==> src/rtl/plcil_pkg.sv <==
package plcil_pkg;

    localparam int WORD_BITS   = 16;
    localparam int STACK_DEPTH = 8;

    // Stack level counts 0 .. STACK_DEPTH, a stack index only 0 .. STACK_DEPTH-1.
    localparam int LVL_W = $clog2(STACK_DEPTH + 1);
    localparam int IDX_W = $clog2(STACK_DEPTH);
    // Step counter of the iterative multiply and divide unit.
    localparam int CNT_W = $clog2(WORD_BITS);

    typedef logic [WORD_BITS-1:0] t_word;

    localparam logic [4:0] CMD_LD   = 5'd0;
    localparam logic [4:0] CMD_ST   = 5'd1;
    localparam logic [4:0] CMD_LDN  = 5'd2;
    localparam logic [4:0] CMD_STN  = 5'd3;
    localparam logic [4:0] CMD_S    = 5'd4;
    localparam logic [4:0] CMD_R    = 5'd5;
    localparam logic [4:0] CMD_CAL  = 5'd6;
    localparam logic [4:0] CMD_RET  = 5'd7;
    localparam logic [4:0] CMD_JMP  = 5'd8;
    localparam logic [4:0] CMD_END  = 5'd9;
    localparam logic [4:0] CMD_AND  = 5'd10;
    localparam logic [4:0] CMD_OR   = 5'd11;
    localparam logic [4:0] CMD_XOR  = 5'd12;
    localparam logic [4:0] CMD_ANDN = 5'd13;
    localparam logic [4:0] CMD_ORN  = 5'd14;
    localparam logic [4:0] CMD_XORN = 5'd15;
    localparam logic [4:0] CMD_ADD  = 5'd16;
    localparam logic [4:0] CMD_SUB  = 5'd17;
    localparam logic [4:0] CMD_MUL  = 5'd18;
    localparam logic [4:0] CMD_DIV  = 5'd19;
    localparam logic [4:0] CMD_GT   = 5'd20;
    localparam logic [4:0] CMD_GE   = 5'd21;
    localparam logic [4:0] CMD_EQ   = 5'd22;
    localparam logic [4:0] CMD_NE   = 5'd23;
    localparam logic [4:0] CMD_LE   = 5'd24;
    localparam logic [4:0] CMD_LT   = 5'd25;
    localparam logic [4:0] CMD_POP  = 5'd26;

    localparam logic [1:0] MOD_PUSH = 2'd1;
    localparam logic [1:0] MOD_NEG  = 2'd2;

    localparam logic [2:0] FAULT_OK      = 3'd0;
    localparam logic [2:0] FAULT_ILLEGAL = 3'd1;
    localparam logic [2:0] FAULT_OVER    = 3'd2;
    localparam logic [2:0] FAULT_UNDER   = 3'd3;
    localparam logic [2:0] FAULT_DIVZERO = 3'd4;

    typedef struct packed {
        logic  start;
        logic  div;
        t_word a;
        t_word b;
    } t_md_req;

    typedef struct packed {
        logic  done;
        t_word result;
    } t_md_rsp;

endpackage

==> src/rtl/plc_instruction_list_executor_unit.sv <==
// Instruction-list accumulator unit for a PLC scan engine.
// The input channel (i_valid / o_stall) carries one instruction per item: the
// opcode, its modifier, the operand word already read from memory and the
// operand address. The output channel (o_valid / i_stall) returns one item per
// instruction: the accumulator after the instruction, a store request (valid
// flag, address and value), the end-of-scan flag and a fault code.
// An item is accepted at a clock edge with valid high and stall low.
// The unit takes an item only when its sequencer is idle. Most instructions
// show their result when the sequencer returns to idle, and the unit is ready
// for the next item at that same point, so it never takes a new item before
// the last one is finished. MUL, and DIV with a nonzero divisor, run through
// the shared multiply/divide unit, one bit per cycle, before the result shows.
// The result sits in an output register. When the receiver stalls, the
// sequencer still takes and executes the next item and holds it until the
// output register is free, so at most one finished item waits inside.
// Synchronous reset (i_rst_n low) clears the accumulator, the stack level,
// the sequencer and the output valid. Stack entries are not cleared; only
// entries below the current level are ever read.
module plc_instruction_list_executor_unit (
    input  logic        i_clk,
    input  logic        i_rst_n,
    input  logic        i_valid,
    output logic        o_stall,
    input  logic [4:0]  i_cmd,
    input  logic [1:0]  i_modifier,
    input  logic [15:0] i_operand_value,
    input  logic [7:0]  i_area,
    input  logic [7:0]  i_byte_index,
    input  logic [2:0]  i_bit_index,
    output logic        o_valid,
    input  logic        i_stall,
    output logic [15:0] o_accumulator,
    output logic        o_store_valid,
    output logic [7:0]  o_store_area,
    output logic [7:0]  o_store_byte,
    output logic [2:0]  o_store_bit,
    output logic [15:0] o_store_value,
    output logic        o_scan_end,
    output logic [2:0]  o_fault
);

    // Sequencer: IDLE waits for an item, EXEC runs the instruction directly or
    // starts the multiply/divide unit, WAIT waits for that unit, and
    // DONE moves the result into the output register once it is free.
    typedef enum logic [3:0] {
        ST_IDLE = 4'b0001,
        ST_EXEC = 4'b0010,
        ST_WAIT = 4'b0100,
        ST_DONE = 4'b1000
    } t_state;

    t_state r_state;
    t_state n_state;

    // Captured instruction.
    logic [4:0]       r_cmd;
    logic [1:0]       r_mod;
    plcil_pkg::t_word r_opv;
    logic [7:0]       r_area;
    logic [7:0]       r_byte;
    logic [2:0]       r_bit;

    // Architectural state.
    plcil_pkg::t_word            r_acc;
    plcil_pkg::t_word            n_acc;
    logic [plcil_pkg::LVL_W-1:0] r_lvl;
    logic [plcil_pkg::LVL_W-1:0] n_lvl;
    plcil_pkg::t_word            r_valstk [plcil_pkg::STACK_DEPTH];
    logic [4:0]                  r_opstk  [plcil_pkg::STACK_DEPTH];
    logic                        push_we;

    // Per-instruction result side information.
    logic             r_st;
    logic             n_st;
    plcil_pkg::t_word r_sval;
    plcil_pkg::t_word n_sval;
    logic             r_end;
    logic             n_end;
    logic [2:0]       r_fault;
    logic [2:0]       n_fault;

    // Output register.
    logic             r_out_valid;
    logic             n_out_valid;
    logic             load_out;
    plcil_pkg::t_word r_o_acc;
    logic             r_o_st;
    logic [7:0]       r_o_area;
    logic [7:0]       r_o_byte;
    logic [2:0]       r_o_bit;
    plcil_pkg::t_word r_o_sval;
    logic             r_o_end;
    logic [2:0]       r_o_fault;

    // Operand selection and combinational ALU.
    logic                        is_pop;
    logic [plcil_pkg::LVL_W-1:0] lvl_m1;
    logic [plcil_pkg::IDX_W-1:0] pop_idx;
    logic [plcil_pkg::IDX_W-1:0] push_idx;
    logic [4:0]                  alu_op;
    plcil_pkg::t_word            alu_a;
    plcil_pkg::t_word            alu_b;
    plcil_pkg::t_word            alu_res;
    logic [2:0]                  alu_fault;
    logic                        alu_md;

    plcil_pkg::t_md_req md_req;
    plcil_pkg::t_md_rsp md_rsp;

    plcil_muldiv u_muldiv (
        .i_clk   (i_clk),
        .i_rst_n (i_rst_n),
        .i_req   (md_req),
        .o_rsp   (md_rsp)
    );

    assign o_stall = (r_state != ST_IDLE);

    // A pop combines the saved value (left side) with the accumulator using
    // the saved operator; any other ALU op combines the accumulator with the
    // operand, complemented under the negate modifier.
    always_comb begin
        is_pop   = (r_cmd == plcil_pkg::CMD_POP);
        lvl_m1   = r_lvl - plcil_pkg::LVL_W'(1);
        pop_idx  = lvl_m1[plcil_pkg::IDX_W-1:0];
        push_idx = r_lvl[plcil_pkg::IDX_W-1:0];
        alu_op   = is_pop ? r_opstk[pop_idx] : r_cmd;
        alu_a    = is_pop ? r_valstk[pop_idx] : r_acc;
        if (is_pop) begin
            alu_b = r_acc;
        end else if (r_mod == plcil_pkg::MOD_NEG) begin
            alu_b = ~r_opv;
        end else begin
            alu_b = r_opv;
        end

        alu_res   = alu_a;
        alu_fault = plcil_pkg::FAULT_OK;
        alu_md    = 1'b0;
        case (alu_op)
            plcil_pkg::CMD_AND:  alu_res = alu_a & alu_b;
            plcil_pkg::CMD_OR:   alu_res = alu_a | alu_b;
            plcil_pkg::CMD_XOR:  alu_res = alu_a ^ alu_b;
            plcil_pkg::CMD_ANDN: alu_res = alu_a & ~alu_b;
            plcil_pkg::CMD_ORN:  alu_res = alu_a | ~alu_b;
            plcil_pkg::CMD_XORN: alu_res = alu_a ^ ~alu_b;
            plcil_pkg::CMD_ADD:  alu_res = alu_a + alu_b;
            plcil_pkg::CMD_SUB:  alu_res = alu_a - alu_b;
            plcil_pkg::CMD_MUL:  alu_md  = 1'b1;
            plcil_pkg::CMD_DIV: begin
                if (alu_b == '0) begin
                    alu_res   = '1;
                    alu_fault = plcil_pkg::FAULT_DIVZERO;
                end else begin
                    alu_md = 1'b1;
                end
            end
            plcil_pkg::CMD_GT:   alu_res = plcil_pkg::t_word'(alu_a >  alu_b);
            plcil_pkg::CMD_GE:   alu_res = plcil_pkg::t_word'(alu_a >= alu_b);
            plcil_pkg::CMD_EQ:   alu_res = plcil_pkg::t_word'(alu_a == alu_b);
            plcil_pkg::CMD_NE:   alu_res = plcil_pkg::t_word'(alu_a != alu_b);
            plcil_pkg::CMD_LE:   alu_res = plcil_pkg::t_word'(alu_a <= alu_b);
            plcil_pkg::CMD_LT:   alu_res = plcil_pkg::t_word'(alu_a <  alu_b);
            default:             alu_fault = plcil_pkg::FAULT_ILLEGAL;
        endcase
    end

    always_comb begin
        n_state      = r_state;
        n_acc        = r_acc;
        n_lvl        = r_lvl;
        n_st         = r_st;
        n_sval       = r_sval;
        n_end        = r_end;
        n_fault      = r_fault;
        push_we      = 1'b0;
        load_out     = 1'b0;
        n_out_valid  = r_out_valid && i_stall;
        md_req.start = 1'b0;
        md_req.div   = (alu_op == plcil_pkg::CMD_DIV);
        md_req.a     = alu_a;
        md_req.b     = alu_b;

        case (r_state)
            ST_IDLE: begin
                if (i_valid) begin
                    n_state = ST_EXEC;
                end
            end
            ST_EXEC: begin
                n_state = ST_DONE;
                n_st    = 1'b0;
                n_sval  = '0;
                n_end   = 1'b0;
                n_fault = plcil_pkg::FAULT_OK;
                case (r_cmd)
                    plcil_pkg::CMD_LD:  n_acc = r_opv;
                    plcil_pkg::CMD_LDN: n_acc = ~r_opv;
                    plcil_pkg::CMD_ST: begin
                        n_st   = 1'b1;
                        n_sval = r_acc;
                    end
                    plcil_pkg::CMD_STN: begin
                        n_st   = 1'b1;
                        n_sval = ~r_acc;
                    end
                    plcil_pkg::CMD_S, plcil_pkg::CMD_R: begin
                        // Set and reset act only on an accumulator equal to one.
                        if (r_acc == plcil_pkg::t_word'(1)) begin
                            n_st   = 1'b1;
                            n_sval = plcil_pkg::t_word'(r_cmd == plcil_pkg::CMD_S);
                        end
                    end
                    plcil_pkg::CMD_CAL, plcil_pkg::CMD_RET, plcil_pkg::CMD_JMP: begin
                        n_acc = r_acc;
                    end
                    plcil_pkg::CMD_END: begin
                        n_end = 1'b1;
                        n_acc = '0;
                        n_lvl = '0;
                    end
                    plcil_pkg::CMD_POP: begin
                        if (r_lvl == '0) begin
                            n_fault = plcil_pkg::FAULT_UNDER;
                        end else begin
                            n_lvl   = lvl_m1;
                            n_fault = alu_fault;
                            if (alu_md) begin
                                md_req.start = 1'b1;
                                n_state      = ST_WAIT;
                            end else begin
                                n_acc = alu_res;
                            end
                        end
                    end
                    default: begin
                        if ((r_cmd >= plcil_pkg::CMD_AND) && (r_cmd <= plcil_pkg::CMD_LT)) begin
                            if (r_mod == plcil_pkg::MOD_PUSH) begin
                                // Open parenthesis: save acc and operator, load operand.
                                if (r_lvl >= plcil_pkg::LVL_W'(plcil_pkg::STACK_DEPTH)) begin
                                    n_fault = plcil_pkg::FAULT_OVER;
                                end else begin
                                    push_we = 1'b1;
                                    n_lvl   = r_lvl + plcil_pkg::LVL_W'(1);
                                    n_acc   = r_opv;
                                end
                            end else begin
                                n_fault = alu_fault;
                                if (alu_md) begin
                                    md_req.start = 1'b1;
                                    n_state      = ST_WAIT;
                                end else begin
                                    n_acc = alu_res;
                                end
                            end
                        end else begin
                            n_fault = plcil_pkg::FAULT_ILLEGAL;
                        end
                    end
                endcase
            end
            ST_WAIT: begin
                if (md_rsp.done) begin
                    n_acc   = md_rsp.result;
                    n_state = ST_DONE;
                end
            end
            ST_DONE: begin
                if (!r_out_valid || !i_stall) begin
                    load_out    = 1'b1;
                    n_out_valid = 1'b1;
                    n_state     = ST_IDLE;
                end
            end
            default: n_state = ST_IDLE;
        endcase
    end

    always_ff @(posedge i_clk) begin
        if (!i_rst_n) begin
            r_state     <= ST_IDLE;
            r_acc       <= '0;
            r_lvl       <= '0;
            r_out_valid <= 1'b0;
        end else begin
            r_state     <= n_state;
            r_acc       <= n_acc;
            r_lvl       <= n_lvl;
            r_out_valid <= n_out_valid;
        end
    end

    always_ff @(posedge i_clk) begin
        if ((r_state == ST_IDLE) && i_valid) begin
            r_cmd  <= i_cmd;
            r_mod  <= i_modifier;
            r_opv  <= i_operand_value;
            r_area <= i_area;
            r_byte <= i_byte_index;
            r_bit  <= i_bit_index;
        end
        if (push_we) begin
            r_valstk[push_idx] <= r_acc;
            r_opstk[push_idx]  <= r_cmd;
        end
        r_st    <= n_st;
        r_sval  <= n_sval;
        r_end   <= n_end;
        r_fault <= n_fault;
        if (load_out) begin
            r_o_acc   <= r_acc;
            r_o_st    <= r_st;
            r_o_area  <= r_st ? r_area : '0;
            r_o_byte  <= r_st ? r_byte : '0;
            r_o_bit   <= r_st ? r_bit : '0;
            r_o_sval  <= r_st ? r_sval : '0;
            r_o_end   <= r_end;
            r_o_fault <= r_fault;
        end
    end

    assign o_valid       = r_out_valid;
    assign o_accumulator = r_o_acc;
    assign o_store_valid = r_o_st;
    assign o_store_area  = r_o_area;
    assign o_store_byte  = r_o_byte;
    assign o_store_bit   = r_o_bit;
    assign o_store_value = r_o_sval;
    assign o_scan_end    = r_o_end;
    assign o_fault       = r_o_fault;

endmodule

==> src/rtl/plcil_muldiv.sv <==
// Iterative unsigned multiply (shift and add, low word kept) and restoring
// divide. One bit per cycle, WORD_BITS steps per operation.
module plcil_muldiv (
    input  logic               i_clk,
    input  logic               i_rst_n,
    input  plcil_pkg::t_md_req i_req,
    output plcil_pkg::t_md_rsp o_rsp
);

    logic                       r_busy;
    logic                       r_done;
    logic                       r_div;
    logic [plcil_pkg::CNT_W-1:0] r_cnt;
    plcil_pkg::t_word           r_x;
    plcil_pkg::t_word           r_y;
    plcil_pkg::t_word           r_p;

    logic [plcil_pkg::WORD_BITS:0] rem_sh;
    logic [plcil_pkg::WORD_BITS:0] rem_diff;
    plcil_pkg::t_word              prod_sum;

    always_comb begin
        rem_sh   = {r_p, r_x[plcil_pkg::WORD_BITS-1]};
        rem_diff = rem_sh - {1'b0, r_y};
        prod_sum = r_p + r_x;
    end

    always_ff @(posedge i_clk) begin
        if (!i_rst_n) begin
            r_busy <= 1'b0;
            r_done <= 1'b0;
        end else begin
            r_done <= r_busy && (r_cnt == '0);
            if (i_req.start) begin
                r_busy <= 1'b1;
            end else if (r_busy && (r_cnt == '0)) begin
                r_busy <= 1'b0;
            end
        end
    end

    always_ff @(posedge i_clk) begin
        if (i_req.start) begin
            r_div <= i_req.div;
            r_cnt <= plcil_pkg::CNT_W'(plcil_pkg::WORD_BITS - 1);
            r_x   <= i_req.a;
            r_y   <= i_req.b;
            r_p   <= '0;
        end else if (r_busy) begin
            r_cnt <= r_cnt - plcil_pkg::CNT_W'(1);
            if (r_div) begin
                // The quotient bits shift into r_x as the dividend shifts out.
                if (!rem_diff[plcil_pkg::WORD_BITS]) begin
                    r_p <= rem_diff[plcil_pkg::WORD_BITS-1:0];
                    r_x <= {r_x[plcil_pkg::WORD_BITS-2:0], 1'b1};
                end else begin
                    r_p <= rem_sh[plcil_pkg::WORD_BITS-1:0];
                    r_x <= {r_x[plcil_pkg::WORD_BITS-2:0], 1'b0};
                end
            end else begin
                if (r_y[0]) begin
                    r_p <= prod_sum;
                end
                r_x <= {r_x[plcil_pkg::WORD_BITS-2:0], 1'b0};
                r_y <= {1'b0, r_y[plcil_pkg::WORD_BITS-1:1]};
            end
        end
    end

    assign o_rsp.done   = r_done;
    assign o_rsp.result = r_div ? r_x : r_p;

endmodule

==> config.mk <==
export PLATFORM = sky130hd
export DESIGN_NAME = plc_instruction_list_executor_unit
export DESIGN_NICKNAME = d
export VERILOG_FILES = /design/src/rtl/plcil_pkg.sv /design/src/rtl/plc_instruction_list_executor_unit.sv /design/src/rtl/plcil_muldiv.sv
export SDC_FILE = /design/constraint.sdc
export NUM_CORES = 1
export LEC_CHECK = 0
export CAP_MARGIN = 20
export CORE_MARGIN = 5
export CORE_UTILIZATION = 30
export CTS_CLUSTER_SIZE = 10
export DETAILED_ROUTE_END_ITERATION = 6
export DONT_BUFFER_PORTS = 1
export PLACE_DENSITY = 0.52
export SYNTH_ARGS = -nofsm -noshare
export SYNTH_HDL_FRONTEND = slang
export SYNTH_SLANG_ARGS = --single-unit
==> constraint.sdc <==
create_clock -name i_clk -period 12.35 [get_ports i_clk]
set_input_delay 1.235 -clock i_clk [delete_from_list [all_inputs] [get_ports i_clk]]
set_output_delay 1.235 -clock i_clk [all_outputs]
set_load 0.02 [all_outputs]
Yosys cells after proc, flatten, opt, wreduce, memory -nomap -nowiden

Memory sizes are Yosys's and may differ from the RTL's.
Index checks and enable logic that the tools add are counted.

Memory bits (read-only): 0
Bits of input ports: 46
Word-level logic and storage cells: 202
Bits in latches: 0
Output and inout bits: 58
Memories: 2
Register bits: 199
Bits in writable memories: 168

Memory list:

| name     | depth | width | rd ports | clocked after Yosys merged registers in | write ports | line                                     | text |
|---|---|---|---|---|---|---|---|
| r_valstk | 8     | 16    | 1        | 0                                       | 1           | plc_instruction_list_executor_unit.sv:68 | `plcil_pkg::t_word r_valstk [plcil_pkg::STACK_DEPTH];` |
| r_opstk  | 8     | 5     | 1        | 0                                       | 1           | plc_instruction_list_executor_unit.sv:69 | `logic [4:0] r_opstk [plcil_pkg::STACK_DEPTH];` |

Equal/unequal tests: 46
Muxes and demuxes: 72
Bitwise logic cells: 10
Order comparisons: 7
Multiply operators: 0
$add $sub $neg: 7
Reductions and logical operators: 29
Shifts and indexed selects: 0
Div/mod/pow operators: 0

Operator list:

| cell                                                                   | count |
|---|---|
| 16-bit 2-to-1 mux                                                      | 19 |
| 16-bit one-hot mux with 15 select lines                                | 1 |
| 16-bit one-hot mux with 5 select lines                                 | 1 |
| 5-bit equality test, second input constant                             | 11 |
| 16-bit NOT                                                             | 3 |
| 16-bit one-hot mux with 3 select lines                                 | 1 |
| 4-bit 2-to-1 mux                                                       | 11 |
| 5-bit by 4-bit equality test with 1-bit output, second input constant  | 8 |
| 16-bit adder                                                           | 2 |
| 16-bit AND                                                             | 2 |
| 16-bit OR                                                              | 2 |
| 16-bit one-hot mux with 2 select lines                                 | 1 |
| 16-bit bitwise XOR                                                     | 2 |
| 1-bit 2-to-1 mux                                                       | 24 |
| 5-bit by 3-bit equality test with 1-bit output, second input constant  | 4 |
| 17-bit by 16-bit subtractor with 17-bit output                         | 1 |
| 16-bit by 1-bit equality test with 1-bit output, second input constant | 1 |
| 16-bit equality test                                                   | 1 |
| 16-bit greater-or-equal comparator                                     | 1 |
| 16-bit greater-than comparator                                         | 1 |
| 16-bit <= comparator                                                   | 1 |
| 16-bit logical NOT                                                     | 1 |
| 16-bit < comparator                                                    | 1 |
| 16-bit != test                                                         | 1 |
| other kinds (46)                                                       | 70 |

Logic depth before layout (Yosys ltp)

Word-level depth: 13
Mapped depth: 28
Depth with buffers taken out: 20

Cells and area by module

Synthesis repeated with hierarchy kept, for this count alone.

Cells, all modules: 1885
Area total of the unflattened synthesis: 20796.2 sq um

Modules (own cells, without submodules):

| module                             | cells an instance | area an instance (sq um) | times used | seq. area each (sq um) |
|---|---|---|---|---|
| plc_instruction_list_executor_unit | 1417              | 16609.7                  | 1          | 9118.7 |
| plcil_muldiv                       | 468               | 4186.5                   | 1          | 1431.4 |

Worst setup path before layout

No wires, ideal clock.

Path type: reg2reg
Start: reg r_lvl[0] (netlist bit)
End: reg r_acc[13]
Setup slack: 6.779 ns
Library setup time: 0.125 ns
Data arrival time: 5.446 ns
Stages on the path, launching flop included: 28
Period minus slack after synthesis: 5.571 ns
Buffers on the path: 9
Required time: 12.225 ns
Path through: dfxtp_1 buf_6 buf_8 buf_6 buf_2 buf_2 inv_1 ha_1 buf_2 buf_4 buf_2 buf_1 mux4_2 nand2_1 a21oi_1 a21oi_1 inv_1 ha_1 inv_1 a21oi_1 nor2_1 o21ai_0 o21ai_2 o41ai_4 nor3_2 and3_1 o21a_1 o41a_1

Cells in the longest elaborated chain, start to end: 10
Elaborated cells between the ends (all ways): 43
Classes of those cells: add/sub (3); order compare (1); eq/ne (18); mux (11); bitwise (6); reduce/logical (2); memory (2)

Ends and longest elaborated chain:

| element                                                                                                 | line                                                                                 | text |
|---|---|---|
| from (decl)                                                                                             | plc_instruction_list_executor_unit.sv:66                                             | `logic [plcil_pkg::LVL_W-1:0] r_lvl;` |
| from (signal assigned)                                                                                  | plc_instruction_list_executor_unit.sv:288                                            | `r_lvl <= n_lvl;` |
| 4-bit by 1-bit subtractor with 4-bit output                                                             | plc_instruction_list_executor_unit.sv:124                                            | `lvl_m1 = r_lvl - plcil_pkg::LVL_W'(1);` |
| memory read 8 x 16 bit / memory read 8 x 5 bit (equally long branches)                                  | --                                                                                   |  |
| 16-bit 2-to-1 mux / 5-bit 2-to-1 mux (equally long branches)                                            | plc_instruction_list_executor_unit.sv:128, plc_instruction_list_executor_unit.sv:127 |  |
| 16-bit subtractor, or another cell as far along                                                         | plc_instruction_list_executor_unit.sv:148                                            | `plcil_pkg::CMD_SUB: alu_res = alu_a - alu_b;` |
| 16-bit one-hot mux with 15 select lines / 1-bit one-hot mux with 2 select lines (equally long branches) | plc_instruction_list_executor_unit.sv:140                                            | `case (alu_op)` |
| 16-bit 2-to-1 mux                                                                                       | plc_instruction_list_executor_unit.sv:228, plc_instruction_list_executor_unit.sv:249 |  |
| 16-bit 2-to-1 mux                                                                                       | plc_instruction_list_executor_unit.sv:238                                            | `if (r_mod == plcil_pkg::MOD_PUSH) begin` |
| 16-bit 2-to-1 mux                                                                                       | plc_instruction_list_executor_unit.sv:237                                            | `if ((r_cmd >= plcil_pkg::CMD_AND) && (r_cmd <= plcil_pkg::CMD_LT)) begin` |
| 16-bit one-hot mux with 5 select lines                                                                  | plc_instruction_list_executor_unit.sv:196                                            | `case (r_cmd)` |
| 16-bit one-hot mux with 2 select lines                                                                  | plc_instruction_list_executor_unit.sv:184                                            | `case (r_state)` |
| to (signal assigned)                                                                                    | plc_instruction_list_executor_unit.sv:287                                            | `r_acc <= n_acc;` |
| to (decl)                                                                                               | plc_instruction_list_executor_unit.sv:64                                             | `plcil_pkg::t_word r_acc;` |

Several ways; a longest one is shown, not always the timed one. The select of a mux whose other input is x is not followed.
A chain may end at the register's enable or synchronous reset.

Final worst setup path

Start: reg r_lvl[0] (netlist bit)
End: reg r_acc[6]

Same word-level chain as after synthesis.

==> out/metrics.yaml <==
clock_latency_ps: 590
p_sw_mw: 0.763
overflow: 0
rrSetupSlack_ps: 5260
vias_per_cell: 5.58
io_buffers: 0
p_per_area_mw_per_mm2: 129
crit_fanout: 50
dp_hpwl_um: 47400
drtAntennaViolNets: 0
via_count: 15300
area_growth_pct: 12.8
grt_max_degree: 74
run_status: "complete, no violations"
dp_cells: 2665
post_cts_buffers: 0
setup_ws_ps: 5260
detailedRoute.firstIterationViolations: 1596
dpl_worst_slack_ps: 5370
yosysUniqueCellTypes: 98
drc: 0
p_clk_share_pct: 42.5
startpoint_type: "register"
cts_max_level: 2
drt-pass1-iter-count: 5
synth_nets: 1955
synth_top_area_cell: "edfxtp_1"
critPathRequiredTime_ps: 12760
cts_hold_buf: 0
die_h_um: 271
ios: 104
timing.rr.start: "r_lvl[0]$_SDFFE_PN0P_"
track_usage_pct: 17.7
arrival_ps: 7500
grt_first_pass_wirelength_um: 99100
r2r_cells: 17
max_freq_ghz: 0.141
hold_path_class: "register to register"
p_leak_nw: 7.98
rows: 95
r2r_end: "r_acc[6]$_SDFFE_PN0P_"
finalSetupViolations: 0
power.share.combinational_pct: 11.2
hold-worst-slack_ps: 433
num-nets-final: 1957
cts_root_buf: "clkbuf_16"
final_cells: 2744
dieArea_sq_mm: 0.0732
swShare_pct: 25.7
multi_input_area_sq_mm: 0.00917
place.gp.congestion: 0.972
post_drt_wl_per_cell_um: 24.5
routed_wl_um: 67300
cts_tree: "done"
synth_top_area_share_pct: 47.2
synth_flop_cell: "edfxtp_1"
worst-slew-pin-transition_ps: 1180
seqPwrFrac_pct: 46.3
seq_area_frac_synth_pct: 51.8
coreArea_sq_mm: 0.0673
tns_ps: 0
vdd_drop_max_mv: 0.101
avgSynthCellArea_sq_um: 11.1
clk_pin_slew_ps: 60
syn_area_sq_mm: 0.0204
drive_above_1_share_pct: 12.4
slew_headroom_pct: 19.4
final_cell_area_sq_mm: 0.0230
synth_async_sr_flop_share_pct: 0
min_period_ps: 7090
maxCapViolCount: 0
initial_core_util_pct: 30.3
hp-start: "r_fault[2]$_DFFE_PP_"
grt_pass1_vias: 14800
regArea_sq_mm: 0.0106
synthCells: 1839
fillers: 6742
synth_area_leaders: "edfxtp_1 (47%), mux4_2 (4.6%), dfxtp_1 (4.6%), ha_1 (4.1%), o21ai_0 (3.6%)"
min_delay_path_depth: 0
hold_violations: 0
p_int_mw: 2.20
cts_buffer_depth: 3
fin_crit_sh_pct: 57.4
ys_ff_latch: 367
fin_skew_ps: 19.5
rsz0062_at_grt: "false"
worstHoldEndpoint: "o_fault[2]$_DFFE_PP_"
synth-edff-count: 320
end_kind: "register"
fin_util_pct: 34.2
worstSetupPathType: "register to register"
slew_violations: 0
antenna_found_initial: 3
total_power_mw: 2.96
numClockSinks: 367
die_w_um: 271
yosysWarnings: 0
placed_area_sq_mm: 0.0216
cts_buffers: 45
cts_resized: 0
## area by class of cell
class                   count  share of cell area (%)
well taps                 873                    4.75
repair buffers             64                    2.05
diodes                      1                  0.0109
multi-input cells        1283                    39.9
flip-flops and latches    367                    45.9
clock buffers              65                    5.36
inverters                  80                    1.31
clock inverters            11                   0.713
## routing by layer
layer | wire length [um] | vias up | track usage (%)
met2 | 30200 | 670 | 27.7
met4 | 2390 | 2 | 5.74
met5 | 18 | - | 0
met3 | 5260 | 145 | 3.72
li1 | - | 6916 | -
met1 | 29400 | 7576 | 24.7
## worst max-delay path by stage
stage                     startpoint                      to  slack (ps)  depth (start not counted)
2_1_floorplan  r_lvl[0]$_SDFFE_PN0P_  r_acc[13]$_SDFFE_PN0P_        6780                         27
3_3_place_gp   r_lvl[0]$_SDFFE_PN0P_   r_acc[6]$_SDFFE_PN0P_        5440                         17
3_5_place_dp   r_lvl[0]$_SDFFE_PN0P_   r_acc[6]$_SDFFE_PN0P_        5370                         17
4_1_cts        r_lvl[0]$_SDFFE_PN0P_   r_acc[6]$_SDFFE_PN0P_        5350                         17
5_1_grt        r_lvl[0]$_SDFFE_PN0P_   r_acc[6]$_SDFFE_PN0P_        4810                         17
6_report       r_lvl[0]$_SDFFE_PN0P_   r_acc[6]$_SDFFE_PN0P_        5260                         17
## cells in the mapped netlist, drive strengths merged (7+ instances only)
cell and number:
a21oi 120, or2 8, a31oi 12, mux4 42, nand2b 11, a21o 14
o22ai 18, nor4 14, and2 41, a21boi 10, nand3b 7, clkbuf 73
xor2 24, xnor2 72, nand3 42, a221oi 11, o21bai 12, a211oi 24
mux2 10, nor3 45, nand2 163, edfxtp 320, mux2i 35, nor2 139
ha 66, a22o 8, dfxtp 47, o211ai 19, nor3b 7, o21a 13
a22oi 8, or3 9, o221ai 12, nand4 10, buf 36, o21ai 156
nor2b 9, inv 79
## power by group through the flow
stage	logic, mW	registers, mW	clock network [mW]
floorplan	0.213	1.39	0
global placement	0.323	1.40	0
detailed placement	0.324	1.40	0
CTS	0.326	1.37	1.29
global route	0.355	1.37	1.34
finish	0.333	1.37	1.26
## critical path: stages, from the launching register on
cell       delay [ps]
dfxtp_2           310
buf_4             710
inv_1             150
ha_1              850
buf_4             500
mux4_2            370
nand2_1            80
a21oi_1            70
a21oi_1           520
inv_1             200
ha_1              390
inv_1             210
nand2_1           170
o41ai_2           570
o21ai_0           210
xnor2_1           210
a2111oi_0        1050
o21ai_0           300
## registers in the layout, indices dropped and copies added, names as in the netlist, 16 cells and up
register,count
o_accumulator,16
o_store_value,16
r_acc,16
r_opstk,40
r_opv,16
r_sval,16
r_valstk,128
u_muldiv.r_p,16
u_muldiv.r_x,16
u_muldiv.r_y,16
## cells by family (layout without fill, tap and decap cells)
logic type / count (synthesis) / count (layout) / synth area share, %
flip-flops: 367 / 367 / 51.8
other: 0 / 1 / 0
multiplexers: 87 / 87 / 6.93
buffers and inverters: 189 / 220 / 3.90
AND/OR/NAND/NOR: 525 / 525 / 12.4
adder cells (fa/ha/maj): 70 / 70 / 4.44
XOR/XNOR: 96 / 96 / 4.25
AO/OA/AOI/OAI: 505 / 505 / 16.3
## layout by cell type, fill, tap and decap left out, types with 34 or more instances in the layout
| cell type | n |
|---|---|
| nand3_1 | 40 |
| o21ai_0 | 144 |
| nand2_1 | 161 |
| a21oi_1 | 117 |
| nor2_1 | 133 |
| ha_1 | 66 |
| mux4_2 | 42 |
| and2_1 | 40 |
| nor3_1 | 37 |
| edfxtp_1 | 320 |
| inv_1 | 78 |
| dfxtp_1 | 46 |
| clkbuf_16 | 45 |
| mux2i_1 | 34 |
| xnor2_1 | 71 |
| buf_4 | 61 |
Power figures use the tool's default switching activity.
